**src/design/brb_pkg.sv**
```systemverilog
// Shared types and constants for the byte ring buffer.
package brb_pkg;

    localparam int CAP_W   = 11;
    localparam int DATA_W  = 8;
    localparam int COUNT_W = 11;
    localparam int LVL_W   = 10;

    // input mode codes
    localparam logic [1:0] MODE_WR_U = 2'd0;
    localparam logic [1:0] MODE_WR_C = 2'd1;
    localparam logic [1:0] MODE_RD   = 2'd2;

    // result status codes
    localparam logic [1:0] STS_STORED = 2'd0;
    localparam logic [1:0] STS_REJECT = 2'd1;
    localparam logic [1:0] STS_RDBYTE = 2'd2;
    localparam logic [1:0] STS_RDNONE = 2'd3;

    typedef struct packed {
        logic wr_u;      // unchecked write beat
        logic wr_c;      // checked write beat
        logic rd_start;  // read request with at least one byte
        logic rd_none;   // read request with nothing to return
        logic issue;     // fetch next byte from storage
        logic emit;      // load fetched byte into output register
    } t_cmd;

    typedef struct packed {
        logic out_free;
        logic rd_zero;
        logic left_zero;
    } t_sts;

endpackage

```
**src/design/brb_ctrl.sv**
```systemverilog
// Controller state machine: input handshake and read sequencing.
module brb_ctrl
    import brb_pkg::*;
(
    input  logic       i_clk,
    input  logic       i_rst_n,
    input  logic       i_s_tvalid,
    input  logic [1:0] i_mode,
    input  t_sts       i_sts,
    output logic       o_s_tready,
    output t_cmd       o_cmd
);

    typedef enum logic [1:0] {
        ST_IDLE = 2'b01,
        ST_READ = 2'b10
    } t_state;

    t_state r_state, n_state;
    logic   acc;

    always_comb begin
        o_s_tready = (r_state == ST_IDLE) && i_sts.out_free;
        acc        = i_s_tvalid && o_s_tready;
        o_cmd      = '0;
        n_state    = r_state;
        unique case (r_state)
            ST_IDLE: begin
                o_cmd.wr_u     = acc && (i_mode == MODE_WR_U);
                o_cmd.wr_c     = acc && (i_mode == MODE_WR_C);
                o_cmd.rd_start = acc && (i_mode == MODE_RD) && !i_sts.rd_zero;
                o_cmd.rd_none  = acc && (i_mode == MODE_RD) && i_sts.rd_zero;
                o_cmd.issue    = o_cmd.rd_start;
                if (o_cmd.rd_start) begin
                    n_state = ST_READ;
                end
            end
            ST_READ: begin
                o_cmd.emit  = i_sts.out_free;
                o_cmd.issue = i_sts.out_free && !i_sts.left_zero;
                if (i_sts.out_free && i_sts.left_zero) begin
                    n_state = ST_IDLE;
                end
            end
            default: begin
                n_state = ST_IDLE;
            end
        endcase
    end

    always_ff @(posedge i_clk) begin
        if (!i_rst_n) begin
            r_state <= ST_IDLE;
        end else begin
            r_state <= n_state;
        end
    end

`ifndef SYNTHESIS
    a_last_byte_ends: assert property (@(posedge i_clk) disable iff (!i_rst_n)
        (r_state == ST_READ && i_sts.out_free && i_sts.left_zero) |=> (r_state == ST_IDLE))
        else $error("read sequence did not end after last byte");
    a_no_accept_in_read: assert property (@(posedge i_clk) disable iff (!i_rst_n)
        (r_state == ST_READ) |-> !(o_cmd.wr_u || o_cmd.wr_c || o_cmd.rd_start))
        else $error("new item taken during read sequence");
    a_state_onehot: assert property (@(posedge i_clk) disable iff (!i_rst_n)
        $onehot(r_state))
        else $error("controller state not one-hot");
`endif

endmodule

```
**config.mk**
```make
export PLATFORM = sky130hd
export DESIGN_NAME = brb_ctrl
export DESIGN_NICKNAME = d
export VERILOG_FILES = /design/src/design/brb_pkg.sv /design/src/design/brb_ctrl.sv
export SDC_FILE = /design/constraint.sdc
export NUM_CORES = 1
export LEC_CHECK = 0
export ABC_AREA = 0
export BUFFER_PORTS_ARGS = -buffer_cell sky130_fd_sc_hd__buf_2
export CORE_AREA = 2 2 39 41
export CTS_CLUSTER_DIAMETER = 40
export DETAILED_ROUTE_END_ITERATION = 8
export DIE_AREA = 0 0 41 43
export SLEW_MARGIN = 15
export SYNTH_ARGS = -nofsm -noshare
export SYNTH_HDL_FRONTEND = slang
export SYNTH_SLANG_ARGS = --single-unit
export TNS_END_PERCENT = 30
```
**constraint.sdc**
```tcl
create_clock -name i_clk -period 1.1 [get_ports i_clk]
set_input_delay 0.11 -clock i_clk [delete_from_list [all_inputs] [get_ports i_clk]]
set_output_delay 0.11 -clock i_clk [all_outputs]
set_load 0.01 [all_outputs]
```
; ---- Word-level counts from Yosys, hierarchy flattened
; Cells that the tools add are included.
[totals]
memories = 0
ff_bits = 2
latch_bits = 0
rom_bits = 0
output_inout_bits = 7
ram_bits = 0
word_cells = 26
inputBits = 8
[op_classes]
n_reduce_logical = 13
addsub = 0
bitwise_logic = 0
shifts = 0
n_div = 0
mul = 0
magnitude_cmp = 0
eq_ne = 6
muxes = 6
[ops]
columns = op, n
row1 = $logic_and 1x1->1, 9
row2 = $eq 2x1->1 const B, 2
row3 = $eq 2x2->1 const B, 2
row4 = $mux 2, 2
row5 = $mux 4, 1
row6 = $pmux 2 s2, 1
row7 = $logic_not 1->1, 2
row8 = $logic_not 2->1, 1
row9 = $ne 2x1->1 const B, 1
row10 = $ne 2x2->1 const B, 1
row11 = $pmux 1 s2, 1
row12 = $reduce_and 2->1, 1
row13 = $mux 1, 1

; ---- Longest topological paths before layout
[logic_depth]
depth_word = 7
depth_mapped = 5
ltp_nobuf = 5

; ---- Least setup slack after synthesis
; No wires, ideal clock.
[synth_path]
path_kind = register to output
from = register r_state[1]
to = output port o_cmd[1] (netlist name)
arrival_ns = 1.166
stages_incl_launch_ff = 6
setup_slack_ns = -0.176
path_buffers = 0
required_time_ns = 0.990
cell_sequence = dfxtp_1 -> inv_1 -> ha_1 -> and4b_1 -> and3b_1 -> o21ba_1
[synth_lines]
columns = element, line_no
row1 = from (decl), brb_ctrl.sv:19  ; t_state r_state, n_state;
row2 = from (signal assigned), brb_ctrl.sv:55  ; r_state <= n_state;
row3 = to (decl), brb_ctrl.sv:11  ; output t_cmd o_cmd

==> results.cfg <==
[clock_tree]
cts.clk_slew.worst_paths_ns = 0.03
cts-htree-levels = 1
clkSinkCount = 2
cts_inserted_buffers = 3
cts-root-buf = clkbuf_4
clk_latency_ns = 0.22
cts_tree = built
postCtsHoldBufs = 0
cts_buffer_depth = 2

[final_layout]
top_register = r_state
drive_above_1_share_pct = 70.7
antenna_cells = 0
nets = 53
largest_reg_flops = 2
fin_cells = 57
top_regs = r_state: 2 flops
area_growth_pct = 103
design_area_sq_um = 363
fill_cells = 155

[yosys]
synth_cells = 21
synth-seq-cells = 2
synth_area_per_cell_sq_um = 8.52
syn-cell-area_sq_um = 179
syn_nets = 31
yosysWarnings = 0
ys_types = 17
yosysSeqAreaShare_pct = 22.4

[die]
initial_utilization_pct = 12.9
io-pin-count = 15
fp.dieW_microns = 41
rows = 14
core_sq_mm = 0.00138
die_area_sq_mm = 0.00176
die_h_microns = 43

[drt]
drt_iter0_markers = 0
viasPerCell = 4.14
ant_nets = 0
drc_errors = 0
wl_per_cell_microns = 8.65
num_vias = 236
dr.pass1.iters = 1
drt_wl_total_microns = 493

[place]
placed_cells = 52
place_congestion = 0.551
dp_hpwl_microns = 422
dpl_cell_area_sq_um = 299
portBuffers = 14

[setup_path]
critPathArrivalTime_ns = 1.41
critical_path_class = register to primary output
start_kind = register
worstPathRequired_ns = 0.99
worstPathMaxFanout = 3
endpoint_kind = primary output

[timing]
slew_headroom_pct = 78.8
skew_ns = 0.00282
fin_ws_ns = -0.425
worst_slew_pin_slew_ns = 0.315
finalMaxSlewViolations = 0
setup_viol = 9
period_share_pct = 139
finalHoldViolations = 0
finalCriticalPeriod_ns = 1.52
fmax_mhz = 656
rsz0062_at_grt = yes

[status]
status = complete, but fails checks
violations = setup timing

[global_route]
grt_max_degree = 6
grt_usage_pct = 7.11
grt_first_pass_wirelength_microns = 745
grt-ovfl-total = 0
grt_pass1_vias = 216
antenna_found_initial = 0

[worst_hold_path]
min_path_type = input port to register

[power]
p_leak_nw = 0.184
irDropWorstVdd_uv = 219
p_per_area_mw_per_mm2 = 791

[job]
cap_violations = 0
-- metrics by stage --
| stage | power [mW] | utilization, % | hold slack, ns | worst slack [ns] | setup TNS (ns) |
|---|---|---|---|---|---|
| after global routing | 0.312 | 26.2 | 0.204 | -0.491 | -2.63 |
| after detailed placement | 0.124 | 21.6 | 0.432 | -0.245 | -0.655 |
| after CTS | 0.300 | 25.6 | 0.193 | -0.444 | -2.02 |
| after global placement | 0.123 | 21.6 | 0.414 | -0.233 | -0.544 |
| final | 0.287 | 26.2 | 0.203 | -0.425 | -1.91 |
| after floorplan | 0.0987 | - | 0.269 | -0.123 | -0.289 |
-- layout make-up --
| class | count | area [sq um] | area share, % |
|---|---|---|---|
| multi-input combinational | 17 | 163 | 44.8 |
| timing repair buffer | 17 | 105 | 29.0 |
| sequential | 2 | 45.0 | 12.4 |
| clock buffer | 3 | 22.5 | 6.21 |
| tap | 16 | 20.0 | 5.52 |
| inverter | 2 | 7.51 | 2.07 |
-- where the power goes --
group / internal [mW] / switching (mW)
clock: 0.120 / 0.0393
sequential: 0.0730 / 0.00147
combinational: 0.0288 / 0.0243
-- cells in the final DEF (no fill, tap or decap), types with 2 or more instances in the layout --
cell and count:
buf_4 3, clkbuf_4 3, buf_2 12, buf_6 2
-- final timing paths --
path                            from                 endpoint  slack [ns]  cells after the start
max          r_state[1]$_SDFFE_PN0P_                 o_cmd[1]       -0.42                      6
min                          i_rst_n  r_state[1]$_SDFFE_PN0P_        0.20                      3
max reg2reg  r_state[0]$_SDFFE_PN1P_  r_state[0]$_SDFFE_PN1P_       -0.14                      5
min reg2reg  r_state[0]$_SDFFE_PN1P_  r_state[0]$_SDFFE_PN1P_        0.49                      1
-- routing by layer --
metal / up-vias / part of all wire, % / track usage, %
li1: 117 / - / -
met4: 0 / 0 / 8.00
met5: - / 0 / 0
met3: 0 / 12 / 6.81
met2: 7 / 57 / 11.3
met1: 112 / 31 / 3.18
-- logic make-up (layout without fill, tap and decap cells) --
kind of cell / count (synthesis) / after routing / synth area share, %
simple gates: 10 / 10 / 39.9
compound gates: 5 / 5 / 19.6
fa+ha+maj: 2 / 2 / 14.0
flops: 2 / 2 / 22.4
buf+inv: 2 / 22 / 4.20
-- synth_stat cells (all sizes together) --
| cell type | n | area share (%) |
|---|---|---|
| nor3b | 1 | 4.2 |
| ha | 2 | 14 |
| a21oi | 1 | 2.8 |
| and4b | 1 | 5.6 |
| nor3 | 1 | 2.8 |
| a21o | 1 | 4.2 |
| a21boi | 1 | 4.2 |
| and3b | 1 | 4.9 |
| nor2b | 1 | 3.5 |
| nand2 | 1 | 2.1 |
| dfxtp | 2 | 22 |
| and2 | 2 | 7.0 |
| nand4bb | 1 | 6.3 |
| inv | 2 | 4.2 |
| o21ba | 1 | 5.6 |
| and3 | 1 | 3.5 |
| o21ai | 1 | 2.8 |
-- repair_timing --
item,4_1_cts,5_1_grt
pin swaps,5,0
endpoints found under the setup margin,9,9
setup buffers,2,0
resized for setup,4,3
-- critical path, stage by stage (launching register included) --
cell and delay (ns):
dfxtp_2 0.32, inv_2 0.05, ha_4 0.15, and4b_1 0.17, and3b_2 0.21, o21ba_4 0.19
buf_6 0.11
Note: power is estimated with default switching activity, not from simulation.
